File: config.mk
export PLATFORM = sky130hd
export DESIGN_NAME = go_back_n_window_control
export DESIGN_NICKNAME = d
export VERILOG_FILES = /design/src/rtl/gbn_pkg.sv /design/src/rtl/gbn_ctrl.sv /design/src/rtl/gbn_datapath.sv /design/src/rtl/go_back_n_window_control.sv
export SDC_FILE = /design/constraint.sdc
export NUM_CORES = 1
export LEC_CHECK = 0
export BUFFER_PORTS_ARGS = -buffer_cell sky130_fd_sc_hd__buf_2
export CAP_MARGIN = 10
export CORE_MARGIN = 2
export CORE_UTILIZATION = 35
export DETAILED_ROUTE_END_ITERATION = 7
export GPL_ROUTABILITY_DRIVEN = 0
export PLACE_DENSITY = 0.6
export SLEW_MARGIN = 20
export SYNTH_ARGS = -nofsm -noshare
export SYNTH_HDL_FRONTEND = slang
export SYNTH_SLANG_ARGS = --single-unit
File: constraint.sdc
create_clock -name aclk -period 4.95 [get_ports aclk]
set_clock_uncertainty 0.15 [all_clocks]
set_input_delay 0.2475 -clock aclk [delete_from_list [all_inputs] [get_ports aclk]]
set_output_delay 0.2475 -clock aclk [all_outputs]
set_load 0.01 [all_outputs]
File: src/rtl/gbn_pkg.sv
// Shared types and constants for the go-back-n window controller.
// No dependencies; imported by gbn_ctrl, gbn_datapath and the top level.
package gbn_pkg;

    localparam int SEQ_W   = 3;
    localparam int SEQ_MOD = 1 << SEQ_W;
    localparam int SEQ_MAX = SEQ_MOD - 1;
    localparam int PKT_W   = 32;
    localparam int LEN_W   = 10;
    localparam int WALK_W  = SEQ_W + 1;

    localparam logic [LEN_W-1:0] MIN_FRAME_LEN  = LEN_W'(5);
    localparam logic [LEN_W-1:0] FRAME_OVERHEAD = LEN_W'(6);

    typedef enum logic [1:0] {
        OP_NET_READY  = 2'd0,
        OP_PHY_READY  = 2'd1,
        OP_FRAME_RECV = 2'd2,
        OP_TIMEOUT    = 2'd3
    } opcode_t;

    typedef enum logic [1:0] {
        KIND_SEND    = 2'd0,
        KIND_DELIVER = 2'd1,
        KIND_STOP    = 2'd2,
        KIND_STATUS  = 2'd3
    } result_kind_t;

    // controller -> datapath
    typedef struct packed {
        logic load_in;
        logic send_new;
        logic set_link;
        logic deliver;
        logic rewind;
        logic ack_step;
        logic resend_step;
        logic emit_status;
    } gbn_cmd_t;

    // datapath -> controller
    typedef struct packed {
        opcode_t op;
        logic    space;
        logic    frame_ok;
        logic    in_order;
        logic    walk_go;
        logic    out_free;
    } gbn_sts_t;

endpackage

File: src/rtl/gbn_ctrl.sv
// Event sequencer for the go-back-n window controller.
// Depends on gbn_pkg; drives gbn_datapath through gbn_cmd_t.
module gbn_ctrl (
    input  logic              aclk,
    input  logic              aresetn,
    input  logic              s_valid,
    output logic              s_ready,
    input  gbn_pkg::gbn_sts_t sts,
    output gbn_pkg::gbn_cmd_t cmd
);
    import gbn_pkg::*;

    typedef enum logic [3:0] {
        ST_IDLE   = 4'b0001,
        ST_START  = 4'b0010,
        ST_WALK   = 4'b0100,
        ST_STATUS = 4'b1000
    } state_t;

    state_t state_reg, state_next;

    assign s_ready = (state_reg == ST_IDLE);

    always_comb begin
        state_next = state_reg;
        cmd        = '0;
        case (state_reg)
            ST_IDLE: begin
                if (s_valid) begin
                    cmd.load_in = 1'b1;
                    state_next  = ST_START;
                end
            end
            ST_START: begin
                if (sts.out_free) begin
                    case (sts.op)
                        OP_NET_READY: begin
                            cmd.send_new = sts.space;
                            state_next   = ST_STATUS;
                        end
                        OP_PHY_READY: begin
                            cmd.set_link = 1'b1;
                            state_next   = ST_STATUS;
                        end
                        OP_FRAME_RECV: begin
                            cmd.deliver = sts.frame_ok && sts.in_order;
                            state_next  = sts.frame_ok ? ST_WALK : ST_STATUS;
                        end
                        OP_TIMEOUT: begin
                            cmd.rewind = 1'b1;
                            state_next = ST_WALK;
                        end
                        default: state_next = ST_STATUS;
                    endcase
                end
            end
            ST_WALK: begin
                if (sts.out_free) begin
                    if (!sts.walk_go) begin
                        state_next = ST_STATUS;
                    end else if (sts.op == OP_TIMEOUT) begin
                        cmd.resend_step = 1'b1;
                    end else begin
                        cmd.ack_step = 1'b1;
                    end
                end
            end
            ST_STATUS: begin
                if (sts.out_free) begin
                    cmd.emit_status = 1'b1;
                    state_next      = ST_IDLE;
                end
            end
            default: state_next = ST_IDLE;
        endcase
    end

    always_ff @(posedge aclk) begin
        if (!aresetn) begin
            state_reg <= ST_IDLE;
        end else begin
            state_reg <= state_next;
        end
    end

endmodule

File: src/rtl/gbn_datapath.sv
// Window state, descriptor slots and result register of the controller.
// Depends on gbn_pkg; commanded by gbn_ctrl.
module gbn_datapath (
    input  logic                        aclk,
    input  logic                        aresetn,
    input  logic [1:0]                  s_opcode,
    input  logic [gbn_pkg::PKT_W-1:0]   s_packet_word,
    input  logic [gbn_pkg::SEQ_W-1:0]   s_frame_seq,
    input  logic [gbn_pkg::SEQ_W-1:0]   s_frame_ack,
    input  logic [gbn_pkg::LEN_W-1:0]   s_frame_len,
    input  logic                        s_crc_good,
    input  gbn_pkg::gbn_cmd_t           cmd,
    output gbn_pkg::gbn_sts_t           sts,
    output logic                        m_valid,
    input  logic                        m_ready,
    output logic [1:0]                  m_result_kind,
    output logic [gbn_pkg::SEQ_W-1:0]   m_result_seq,
    output logic [gbn_pkg::SEQ_W-1:0]   m_result_ack,
    output logic [gbn_pkg::PKT_W-1:0]   m_result_packet,
    output logic [gbn_pkg::LEN_W-1:0]   m_deliver_len,
    output logic                        m_network_enable,
    output logic                        m_last
);
    import gbn_pkg::*;

    // latched transaction
    opcode_t            op_reg;
    logic [PKT_W-1:0]   pkt_reg;
    logic [SEQ_W-1:0]   fseq_reg, fack_reg;
    logic [LEN_W-1:0]   flen_reg;
    logic               crc_reg;

    // window state
    logic [SEQ_W-1:0]   ack_lower_reg, ack_lower_next;
    logic [SEQ_W-1:0]   nts_reg, nts_next;
    logic [SEQ_W-1:0]   recv_exp_reg, recv_exp_next;
    logic [SEQ_W-1:0]   count_reg, count_next;
    logic               link_reg, link_next;
    logic [WALK_W-1:0]  walk_reg, walk_next;
    logic [PKT_W-1:0]   slot_reg [SEQ_MOD];

    // result register
    logic               out_valid_reg, out_valid_next;
    result_kind_t       kind_reg, kind_next;
    logic [SEQ_W-1:0]   rseq_reg, rseq_next;
    logic [SEQ_W-1:0]   rack_reg, rack_next;
    logic [PKT_W-1:0]   rpkt_reg, rpkt_next;
    logic [LEN_W-1:0]   dlen_reg, dlen_next;
    logic               en_reg, en_next;
    logic               last_reg, last_next;

    logic               space, ack_in_win, emit;
    logic [SEQ_W-1:0]   send_ack;
    logic [LEN_W-1:0]   payload_len;

    assign space       = (count_reg < SEQ_W'(SEQ_MAX));
    assign send_ack    = recv_exp_reg - SEQ_W'(1);
    assign payload_len = (flen_reg > FRAME_OVERHEAD) ? (flen_reg - FRAME_OVERHEAD) : '0;
    assign ack_in_win  = ((ack_lower_reg <= fack_reg) && (fack_reg < nts_reg))
                      || ((nts_reg < ack_lower_reg) && (ack_lower_reg <= fack_reg))
                      || ((fack_reg < nts_reg) && (nts_reg < ack_lower_reg));

    assign sts.op       = op_reg;
    assign sts.space    = space;
    assign sts.frame_ok = (flen_reg >= MIN_FRAME_LEN) && crc_reg;
    assign sts.in_order = (fseq_reg == recv_exp_reg);
    assign sts.walk_go  = (walk_reg != '0) && ((op_reg == OP_TIMEOUT) || ack_in_win);
    assign sts.out_free = !out_valid_reg || m_ready;

    assign emit = cmd.send_new || cmd.deliver || cmd.ack_step
               || cmd.resend_step || cmd.emit_status;

    always_comb begin
        ack_lower_next = ack_lower_reg;
        nts_next       = nts_reg;
        recv_exp_next  = recv_exp_reg;
        count_next     = count_reg;
        link_next      = link_reg;
        walk_next      = walk_reg;
        kind_next      = KIND_STATUS;
        rseq_next      = '0;
        rack_next      = '0;
        rpkt_next      = '0;
        dlen_next      = '0;
        en_next        = 1'b0;
        last_next      = 1'b0;
        out_valid_next = emit ? 1'b1 : (m_ready ? 1'b0 : out_valid_reg);

        if (cmd.send_new) begin
            kind_next  = KIND_SEND;
            rseq_next  = nts_reg;
            rack_next  = send_ack;
            rpkt_next  = pkt_reg;
            count_next = count_reg + SEQ_W'(1);
            nts_next   = nts_reg + SEQ_W'(1);
            link_next  = 1'b0;
        end
        if (cmd.set_link) begin
            link_next = 1'b1;
        end
        if (cmd.deliver) begin
            kind_next     = KIND_DELIVER;
            rpkt_next     = pkt_reg;
            dlen_next     = payload_len;
            recv_exp_next = recv_exp_reg + SEQ_W'(1);
        end
        if (cmd.deliver || (op_reg == OP_FRAME_RECV && cmd.load_in == 1'b0 && cmd.rewind == 1'b0
                            && cmd.ack_step == 1'b0 && cmd.resend_step == 1'b0
                            && cmd.emit_status == 1'b0)) begin
            walk_next = WALK_W'(SEQ_MOD);
        end
        if (cmd.rewind) begin
            nts_next  = ack_lower_reg;
            walk_next = WALK_W'(count_reg);
        end
        if (cmd.ack_step) begin
            kind_next      = KIND_STOP;
            rseq_next      = ack_lower_reg;
            ack_lower_next = ack_lower_reg + SEQ_W'(1);
            count_next     = (count_reg != '0) ? count_reg - SEQ_W'(1) : '0;
            walk_next      = walk_reg - WALK_W'(1);
        end
        if (cmd.resend_step) begin
            kind_next = KIND_SEND;
            rseq_next = nts_reg;
            rack_next = send_ack;
            rpkt_next = slot_reg[nts_reg];
            nts_next  = nts_reg + SEQ_W'(1);
            link_next = 1'b0;
            walk_next = walk_reg - WALK_W'(1);
        end
        if (cmd.emit_status) begin
            kind_next = KIND_STATUS;
            en_next   = space && link_reg;
            last_next = 1'b1;
        end
    end

    always_ff @(posedge aclk) begin
        if (!aresetn) begin
            ack_lower_reg <= '0;
            nts_reg       <= '0;
            recv_exp_reg  <= '0;
            count_reg     <= '0;
            link_reg      <= 1'b0;
            walk_reg      <= '0;
            out_valid_reg <= 1'b0;
        end else begin
            ack_lower_reg <= ack_lower_next;
            nts_reg       <= nts_next;
            recv_exp_reg  <= recv_exp_next;
            count_reg     <= count_next;
            link_reg      <= link_next;
            walk_reg      <= walk_next;
            out_valid_reg <= out_valid_next;
        end
    end

    always_ff @(posedge aclk) begin
        if (cmd.load_in) begin
            op_reg   <= opcode_t'(s_opcode);
            pkt_reg  <= s_packet_word;
            fseq_reg <= s_frame_seq;
            fack_reg <= s_frame_ack;
            flen_reg <= s_frame_len;
            crc_reg  <= s_crc_good;
        end
        if (cmd.send_new) begin
            slot_reg[nts_reg] <= pkt_reg;
        end
        if (emit) begin
            kind_reg <= kind_next;
            rseq_reg <= rseq_next;
            rack_reg <= rack_next;
            rpkt_reg <= rpkt_next;
            dlen_reg <= dlen_next;
            en_reg   <= en_next;
            last_reg <= last_next;
        end
    end

    assign m_valid          = out_valid_reg;
    assign m_result_kind    = kind_reg;
    assign m_result_seq     = rseq_reg;
    assign m_result_ack     = rack_reg;
    assign m_result_packet  = rpkt_reg;
    assign m_deliver_len    = dlen_reg;
    assign m_network_enable = en_reg;
    assign m_last           = last_reg;

endmodule

File: src/rtl/go_back_n_window_control.sv
// Go-back-n sliding-window controller, 3-bit sequence numbers.
// From acceptance to its status transaction, an event is latched, then walks the window if it is
// a good frame or a timeout (ack or resend walk, one slot a cycle while m_ready does not stall it),
// then leaves the walk and emits its status; m_ready can stall the result register at each result.
// One event at a time; s_ready is high only between events.
// Synchronous active-low reset clears window state; descriptor slots are not cleared.
module go_back_n_window_control (
    input  logic                        aclk,
    input  logic                        aresetn,
    input  logic                        s_valid,
    output logic                        s_ready,
    input  logic [1:0]                  s_opcode,
    input  logic [gbn_pkg::PKT_W-1:0]   s_packet_word,
    input  logic [gbn_pkg::SEQ_W-1:0]   s_frame_seq,
    input  logic [gbn_pkg::SEQ_W-1:0]   s_frame_ack,
    input  logic [gbn_pkg::LEN_W-1:0]   s_frame_len,
    input  logic                        s_crc_good,
    output logic                        m_valid,
    input  logic                        m_ready,
    output logic [1:0]                  m_result_kind,
    output logic [gbn_pkg::SEQ_W-1:0]   m_result_seq,
    output logic [gbn_pkg::SEQ_W-1:0]   m_result_ack,
    output logic [gbn_pkg::PKT_W-1:0]   m_result_packet,
    output logic [gbn_pkg::LEN_W-1:0]   m_deliver_len,
    output logic                        m_network_enable,
    output logic                        m_last
);
    import gbn_pkg::*;

    gbn_cmd_t cmd;
    gbn_sts_t sts;

    gbn_ctrl u_ctrl (
        .aclk    (aclk),
        .aresetn (aresetn),
        .s_valid (s_valid),
        .s_ready (s_ready),
        .sts     (sts),
        .cmd     (cmd)
    );

    gbn_datapath u_datapath (
        .aclk             (aclk),
        .aresetn          (aresetn),
        .s_opcode         (s_opcode),
        .s_packet_word    (s_packet_word),
        .s_frame_seq      (s_frame_seq),
        .s_frame_ack      (s_frame_ack),
        .s_frame_len      (s_frame_len),
        .s_crc_good       (s_crc_good),
        .cmd              (cmd),
        .sts              (sts),
        .m_valid          (m_valid),
        .m_ready          (m_ready),
        .m_result_kind    (m_result_kind),
        .m_result_seq     (m_result_seq),
        .m_result_ack     (m_result_ack),
        .m_result_packet  (m_result_packet),
        .m_deliver_len    (m_deliver_len),
        .m_network_enable (m_network_enable),
        .m_last           (m_last)
    );

endmodule

======== Word-level counts from Yosys, hierarchy flattened ========
Memory sizes are Yosys's and may differ from the RTL's. A register that Yosys moved wholly into a read port is not among the register bits.
Index checks and enable logic that the tools add are counted.
storage, ports and cells
  bits in registers ....................... 125
  input bits .............................. 55
  word-level logic and storage cells ...... 142
  bits in writable memories ............... 256
  memories ................................ 1
  output and inout port bits .............. 54
memories
  name                 depth  width  read ports  clocked after Yosys merged registers in  wr ports  line                RTL
  u_datapath.slot_reg  8      32     1           1                                        1         gbn_datapath.sv:40  logic [PKT_W-1:0] slot_reg [SEQ_MOD];
cells by class
  muxes and demuxes ....................... 53
  $lt $le $gt $ge ......................... 6
  eq/ne operators ......................... 13
  add/sub/neg operators ................... 8
  bitwise operators ....................... 6
  reductions and logical operators ........ 34
operators by type and width
  cell                     count
  $mux W32                 3
  $mux W4                  12
  $mux W3                  13
  $mux W1                  16
  $pmux W4 S4              1
  $mux W2                  7
  $add A3 B1 Y3 const B    4
  $logic_and A1 B1 Y1      12
  $pmux W4 S3              1
  $ge A10 B3 Y1 const B    1
  $gt A10 B3 Y1 const B    1
  $ne A2 B2 Y1 const B     5
  $sub A10 B3 Y10 const B  1
  $logic_or A1 B1 Y1       9
  $reduce_bool A4 Y1       2
  $lt A3 B3 Y1             2
  $not A1 Y1               6
  $reduce_bool A2 Y1       3
  $reduce_bool A3 Y1       2
  $sub A3 B1 Y3 const B    2
  $reduce_and A5 Y1        1
  $eq A2 B2 Y1 const B     2
  $eq A4 B1 Y1 const B     1
  $eq A4 B2 Y1 const B     1
  11 further kinds         12

======== Longest topological paths before layout ========
Gate-level depths: netlist of run 1.
  depth in word-level cells ............... 18
  mapped depth ............................ 11
  gate-level depth less buffers ........... 8

======== By module ========
Synthesis of run 1 repeated with hierarchy kept, for this count alone.
second synthesis, totals
  cells, all modules ...................... 931
  area total of the unflattened synthesis .. 15,454.8 µm²
modules (own cells, without submodules)
  module        sequential area each (µm²)  cells each  area an instance (µm²)  times used
  gbn_datapath  11,200.7                    881         15,020.7                1
  gbn_ctrl      80.1                        50          434.2                   1

======== Least setup slack after synthesis of run 1 ========
OpenSTA, ideal clock, no wires.
  path kind ............................... register to register
  from .................................... register u_ctrl.state_reg[3]
  to ...................................... memory u_datapath.slot_reg[0][0] (enable)
  stages on the path, launching flop included .. 7
  arrival ................................. 3.798 ns
  period minus slack after synthesis ...... 4.409 ns
  path buffers ............................ 2
  path slack .............................. 0.541 ns
  required time ........................... 4.339 ns
  library setup time ...................... 0.461 ns
  cell sequence ........................... dfxtp_1 or4b_1 buf_4 nor4_2 buf_2 nand2_1 nor3_1
on the way
  longest elaborated chain between the ends .. 4
RTL lines
  what                           line                 RTL
  from (decl)                    gbn_ctrl.sv:20       state_t state_reg, state_next;
  from (signal assigned)         gbn_ctrl.sv:82       state_reg <= state_next;
  $eq A4 B2 Y1                   gbn_ctrl.sv:27       case (state_reg)
  $mux W4                        gbn_ctrl.sv:27
  $mux W1                        gbn_datapath.sv:168  if (cmd.send_new) begin
  $mux W1 (not written as such)  gbn_datapath.sv:169  slot_reg[nts_reg] <= pkt_reg;
  to (decl)                      gbn_datapath.sv:40
Every way passes these cells.

======== Worst setup path in the final report of run 1 ========
  from .................................... register u_ctrl.state_reg[1]
  to ...................................... memory u_datapath.slot_reg[3][14] (enable)
The elaborated chain is that of the path after synthesis.

==> results by group, run 1 <==
Finish
  • Max FFs per register: 256
  • Final nets: 1073
  • Ant diodes: 0
  • Share of cells above drive strength 1: 26.26%
  • Area growth syn-to-layout: 20.44%

Synthesis
  • Post-Syn Area: 15000 sq um
  • Syn nets: 888
  • Synth Register Bits: 384
  • Ys async rst share: 0%
  • YS warnings: 0
  • Seq/Total Area, Yosys: 75.20%
  • Post-Syn Instances: 816
  • Yosys cell types: 55
  • Post-synth EDFFs: 359
  • Syn_area_per_cell: 18.38 sq um
  • Top_reg_cell synth: edfxtp_1

Clock tree
  • H-tree depth: 2
  • Post-CTS setup buffer count: 0
  • TritonCTS buffer count: 41
  • Clock slew at reported path FFs: 0.06 ns
  • Clk buf depth: 3
  • Clock Latency Late Sink: 0.53 ns
  • Clock Sinks: 384
  • TritonCTS clock tree: yes
  • Clk root buf: clkbuf_16

Setup path
  • Critical path, cell by cell: or4b_1 > nor4_2 > buf_4 > nand2_1 > nor2_4 > buf_4
  • CP Class: register to register
  • Slowest Stage Delay on Critical Path: 0.67 ns
  • Crit path required time: 5.00 ns
  • Worst-path maximum fanout: 20
  • Critical Path Most Common Cell: buf_4
  • Worst EP arrival: 3.26 ns
  • Crit path launch type: register
  • CP max stage cell: or4b_1
  • Crit end category: register

Power
  • Total internal power: 5487 uW
  • Reg power frac: 54.4%
  • Peak supply drop: 227.1 uV
  • Leak: 0.005959 uW
  • Clock Power Share: 42.1%
  • PD cells: 383.2 nW/um^2
  • Combinational Power Share: 3.5%
  • Sw Pwr: 1437 uW
  • Sw Ratio: 20.75%
  • Tot Pwr: 6924 uW

Run status
  • Outcome: completed

Place
  • Place WS: 1.694 ns
  • DPL Wire Length: 18060 um
  • IO buf count: 108

STA
  • RSZ-0062 raised after global routing: false
  • Tightest Pin Transition: 0.9753 ns
  • Setup TNS: 0 ns
  • Final WS setup: 1.741 ns
  • Endpoints failing setup: 0
  • Minimum clock period: 3.209 ns
  • Max Freq: 311.7 MHz
  • Post-route clock period utilization: 64.82%
  • Final Hold Fails: 0
  • Relative max-transition margin: 34.98%
  • Final slew viol count: 0

Detailed routing
  • Starting DRT DRC Count: 617
  • Vias: 7761
  • WL/cell: 19.49 um
  • Vias per inst: 4.940
  • Residual DRC count: 0
  • Routed Antenna Nets: 0
  • DRT Pass-1 Iters: 5
  • DRT Wirelength: 30620 um

Global route
  • Antenna violations before repair: 0
  • Grt total ovfl: 0
  • Largest net degree at the start of global routing: 65
  • First-pass GRT wire length: 47270 um
  • Vias in the first global route: 8059
  • Overall Global Routing Usage: 13.94%

Die
  • Die Ht: 211.0 um
  • Die width: 211.0 um
  • Core area: 42130 sq um
  • Die area: 44530 sq um
  • I/O pins: 109
  • Initial Utilization: 35.60%
  • Site Rows: 75

Worst hold path
  • Worst hold path type: primary input to register

Run
  • Max-cap violations: 0
## metal layers
layer | part of all wire (%) | vias up | track usage [%]
met2 | 47 | 184 | 22.72
met1 | 46 | 3935 | 19.45
met5 | 0 | - | 0
li1 | - | 3594 | -
met4 | 1.8 | 0 | 3.497
met3 | 4.7 | 48 | 2.483
## critical path: cells and delay by family (launching register included)
kind,cells,cell delay (ns)
AND/OR/NAND/NOR,4,1.64
buffers and inverters,2,0.62
flip-flops,1,0.46
## path summary, 6_finish.rpt
kind              depth (start not counted)                              from  slack (ns)                              endpoint
setup / recovery                          6  u_ctrl.state_reg[1]$_SDFFE_PN0P_        1.74  u_datapath.slot_reg[3][14]$_DFFE_PP_
hold / removal                            3                           m_ready        0.06       u_datapath.m_valid$_SDFFE_PN0P_
setup reg to reg                          6  u_ctrl.state_reg[1]$_SDFFE_PN0P_        1.74  u_datapath.slot_reg[3][14]$_DFFE_PP_
hold reg to reg                           2  u_datapath.link_reg$_SDFFE_PP0P_        0.35      u_datapath.link_reg$_SDFFE_PP0P_
## cells in the mapped netlist (2+ instances only)
cell       instances  area [sq um]
a2bb2oi_1          2         17.52
xnor2_1           11         96.34
nand2b_1          12         75.07
nor3_1            13         65.06
clkbuf_1          15         56.30
buf_4              3         22.52
nor2b_1            4         25.02
nor4b_1            2         17.52
nand2_1           53         198.9
nor2_1            44         165.2
mux4_2            64          1441
dfxtp_1           25         500.5
a211oi_1           4         30.03
buf_6              4         45.04
inv_1             20         75.07
edfxtp_1         359         10780
a21o_1             3         22.52
nor4_2             2         25.02
o21ai_1           10         50.05
xor2_1             7         61.31
nor4_1             4         25.02
and2_1             2         12.51
mux2i_1           35         350.3
o21ai_0           34         170.2
ha_1              17         212.7
a21oi_1           17         85.08
a32oi_1            2         17.52
nor3b_1            2         15.01
nand3_1            5         25.02
a31o_2             2         17.52
o21bai_1           2         15.01
a31oi_1            4         25.02
buf_2             11         55.05
## through the flow
stage          hold WS, ns  cells  utilization (%)  cell area [sq um]
4_1_cts            0.02705   1571            42.88              18070
3_3_place_gp        0.2737   1444            38.58              16250
6_report           0.05776   1571            42.88              18070
2_1_floorplan       0.1964    816                -              15000
5_1_grt            0.06504   1571            42.88              18070
3_5_place_dp        0.2756   1444            38.58              16250
## layout by cell type (no fill, tap or decap), drive strengths merged, types with 3 or more instances in the layout
cell type    Yosys  final
xor2             7      7
nor3            14     14
edfxtp         359    359
inv             20     22
ha              17     17
a211oi           4      4
mux2i           35     35
clkinv           0     16
xnor2           11     11
nor2            45     45
nand3            5      5
clkbuf          15     52
nand2b          12     12
a21oi           17     17
nor4             6      6
nand2           53     53
nor4b            3      3
mux4            64     64
nor2b            4      4
o21ai           45     45
buf             19    123
a21o             3      3
dlygate4sd3      0     53
a31oi            4      4
dfxtp           25     25
bufinv           0      3
## layout make-up
cell class,count,area [sq um]
multi-input cells,378,3525
well taps,539,674.4
inverters,20,75.07
repair buffers,176,1221
fillers,3742,24070
clock inverters,22,195.2
flip-flops and latches,384,11290
clock buffers,52,1087
## power groups by stage
stage	logic (uW)	registers, uW	clock network [uW]
final	242	3770	2920
after global routing	269	3780	3130
after CTS	248	3770	3000
after detailed placement	215	3830	0
after global placement	210	3830	0
after floorplan	136	3790	0
## what timing repair did
item | CTS | global route
gates resized for setup | 0 | 0
endpoints found under the hold margin | 62 | 0
hold buffers | 53 | 0
## cell families after synthesis
family	count (synthesis)	share of synthesized area [%]
compound gates	86	3.378
xor+xnor	18	1.051
fa+ha+maj	18	1.485
buf+inv	54	1.718
flops	384	75.20
mux	100	12.02
simple gates	156	5.146
No activity file was read; power rests on OpenSTA's default activity.
==> inputs of run 2 (changes only) <==
ABC_AREA = 1   (was default)
clock period = 3 ns   (was 4.95 ns; I/O delays follow)
==> run 2 against run 1 <==
Effect of this change: hold slack worse by 0.020 ns; utilization is 0.093 points higher; sequential share of layout area is 1.5 points lower; clock power rose by 63%; register-to-register slack lost 1.4 ns; critical path type unchanged; critical endpoint is now u_ctrl.state_reg[0]$_SDFFE_PN1P_; largest power group unchanged.
==> results by group, run 2 <==
Run status
  • Outcome: completed

Clock tree
  • H-tree depth: 2
  • Clk root buf: clkbuf_16
  • Clk buf depth: 3
  • Post-CTS setup buffer count: 0
  • Hold buffers post-CTS: 54
  • CTS resizes: 0
  • Clock slew at reported path FFs: 0.06 ns
  • Clock Latency Late Sink: 0.54 ns
  • TritonCTS clock tree: yes
  • Clock Sinks: 384
  • TritonCTS buffer count: 41

Detailed routing
  • DRT Wirelength: 34530 um
  • Residual DRC count: 0
  • DRT Pass-1 Iters: 5
  • WL/cell: 18.31 um
  • Vias per inst: 4.977
  • Vias: 9387
  • Starting DRT DRC Count: 862
  • Routed Antenna Nets: 0

STA
  • Final slew viol count: 0
  • Max Freq: 380.0 MHz
  • Final Hold Fails: 0
  • Final WS setup: 0.3685 ns
  • Endpoints failing setup: 0
  • Post-route clock period utilization: 87.72%
  • RSZ-0062 raised after global routing: false
  • Minimum clock period: 2.632 ns
  • Tightest Pin Transition: 0.7710 ns
  • Relative max-transition margin: 48.52%

Worst hold path
  • WHS Endpoint: u_datapath.m_valid$_SDFFE_PN0P_
  • Hold path cells: 6
  • Hold_sp: m_ready
  • Worst hold path type: primary input to register

Power
  • Tot Pwr: 12370 uW
  • Peak supply drop: 448.8 uV
  • PD cells: 668.2 nW/um^2
  • Leak: 0.006445 uW

Synthesis
  • Post-Syn Instances: 1091
  • Post-synth EDFFs: 359
  • Synth area leader: edfxtp_1
  • Most frequent cells after synthesis: edfxtp_1, nor2_1, nand2_1
  • Ys async rst share: 0%
  • Seq/Total Area, Yosys: 73.80%
  • YS warnings: 0
  • Top cells by area, synth: edfxtp_1, mux2i_1, o221ai_1, dfxtp_1, nor2_1
  • Yosys cell types: 35
  • Top_reg_cell synth: edfxtp_1
  • Syn nets: 1163
  • Most common cell in the netlist: edfxtp_1
  • Post-Syn Area: 15290 sq um
  • Synth Register Bits: 384
  • Post-synth top area share: 70.52%
  • Syn_area_per_cell: 14.01 sq um

Finish
  • Most common cell after layout, fill and taps aside: edfxtp_1
  • Area growth syn-to-layout: 21.10%
  • Most frequent cells in the layout: edfxtp_1, nor2_1, buf_2, nand2_1, o21ai_0
  • Non-Filler Instances: 1886
  • Ant diodes: 0
  • Max FFs per register: 256
  • Final nets: 1342
  • Share of cells above drive strength 1: 17.37%
  • Core Util, Final: 42.97%

Setup path
  • WP depth: 13
  • CP max stage cell: dlygate4sd3_1
  • Worst EP arrival: 2.91 ns
  • R2R depth: 13
  • Critical path, cell by cell: inv_1 > ha_1 > nand2_1 > inv_1 > nand2_1 > nand2_1 > nor2_1 > nor2_1 > nand2_2 > nand2_1 > nand3_1 > o211ai_1 > dlygate4sd3_1
  • Crit path required time: 3.28 ns
  • Crit Reg-Reg Endpoint: u_ctrl.state_reg[0]$_SDFFE_PN1P_
  • Critical path's top delay family: buffers and inverters
  • Critical Path Most Common Cell: nand2_1
  • CP Class: register to register
  • Crit path launch type: register
  • R2r setup slk: 0.37 ns
  • Worst-path maximum fanout: 7
  • CP Buf/Inv Count: 3
  • R2R Path Start: u_datapath.nts_reg[1]$_SDFFE_PN0N_
  • Slowest Stage Delay on Critical Path: 0.57 ns
  • Crit end category: register

Global route
  • First-pass GRT wire length: 53410 um
  • Vias in the first global route: 9365
  • Overall Global Routing Usage: 15.39%
  • Grt total ovfl: 0
  • Largest net degree at the start of global routing: 57
  • Antenna violations before repair: 2

Die
  • Site Rows: 76
  • Die Ht: 213.0 um
  • Die width: 213.0 um
  • I/O pins: 109
  • Core area: 43080 sq um
  • Initial Utilization: 35.49%
  • Die area: 45360 sq um

Place
  • Dpl cells: 1758
  • DPL Wire Length: 19570 um
  • IO buf count: 108
  • Place WS: 0.5180 ns

Run
  • Max-cap violations: 0
-- run 2: changes by cell type after synthesis, moves of 17 or more --
cell      delta
clkbuf_1    +17
o21ai_0     +47
inv_1       +26
mux4_2      -64
nor2_1      +75
o221ai_1    +64
nand2_1     +46
mux2i_1     +29
nand3_1     +76
-- run 2: worst register-to-register path, stage by stage (launching register included) --
cell and delay (ns):
dfxtp_1 0.47, inv_1 0.22, ha_1 0.33, nand2_1 0.06, inv_1 0.03, nand2_1 0.04, nand2_1 0.06, nor2_1 0.09
nor2_1 0.05, nand2_2 0.15, nand2_1 0.13, nand3_1 0.09, o211ai_1 0.07, dlygate4sd3_1 0.57
-- run 2: logic make-up after synthesis --
| family | synth area share (%) |
|---|---|
| buffers and inverters | 2.971 |
| multiplexers | 4.191 |
| XOR/XNOR | 0.5729 |
| flip-flops | 73.80 |
| AND/OR/NAND/NOR | 9.642 |
| AO/OA/AOI/OAI | 7.432 |
| adder cells (fa/ha/maj) | 1.391 |
-- run 2: report_power, final --
group	leakage, uW	internal [uW]	switching, uW
registers	0.00352	6300	306
logic	0.00231	358	633
clock network	0.000615	2770	2000
total	0.00645	9430	2940
-- run 2: layer usage --
metal | GRT usage [%] | share of wire (%)
met2 | 25.14 | 47
met4 | 4.003 | 1.9
met3 | 2.839 | 5.6
met1 | 21.18 | 45
met5 | 0 | 0.020
-- run 2: how the worst max path moves through the flow --
stage          slack, ns                               start                                  endpoint
3_5_place_dp        0.52  u_datapath.nts_reg[1]$_SDFFE_PN0N_   u_datapath.m_result_packet[8]$_DFFE_PP_
5_1_grt             0.14  u_datapath.nts_reg[1]$_SDFFE_PN0N_          u_ctrl.state_reg[0]$_SDFFE_PN1P_
6_report            0.37  u_datapath.nts_reg[1]$_SDFFE_PN0N_          u_ctrl.state_reg[0]$_SDFFE_PN1P_
3_3_place_gp        0.54  u_datapath.nts_reg[1]$_SDFFE_PN0N_  u_datapath.m_result_packet[10]$_DFFE_PP_
2_1_floorplan      -0.87    u_ctrl.state_reg[2]$_SDFFE_PN0P_       u_datapath.slot_reg[5][0]$_DFFE_PP_
4_1_cts             0.39  u_datapath.nts_reg[1]$_SDFFE_PN0N_          u_ctrl.state_reg[0]$_SDFFE_PN1P_
-- run 2: cell type report --
cell class                 count  area (sq um)
timing repair buffer         190          1404
tap                          585         732.0
multi-input combinational    598          3620
clock buffer                  49          1099
sequential                   384         11290
inverter                      55         206.4
fill                        3893         24560
clock inverter                25         161.4
-- run 2: stage by stage --
step	cell area, sq um	TNS, ns	hold slack, ns
after global routing	18510	0	0.09571
after global placement	16710	0	0.1767
after floorplan	15300	-139.44	0.09887
after CTS	18510	0	0.005977
final	18510	0	0.03772
after detailed placement	16710	0	0.1781
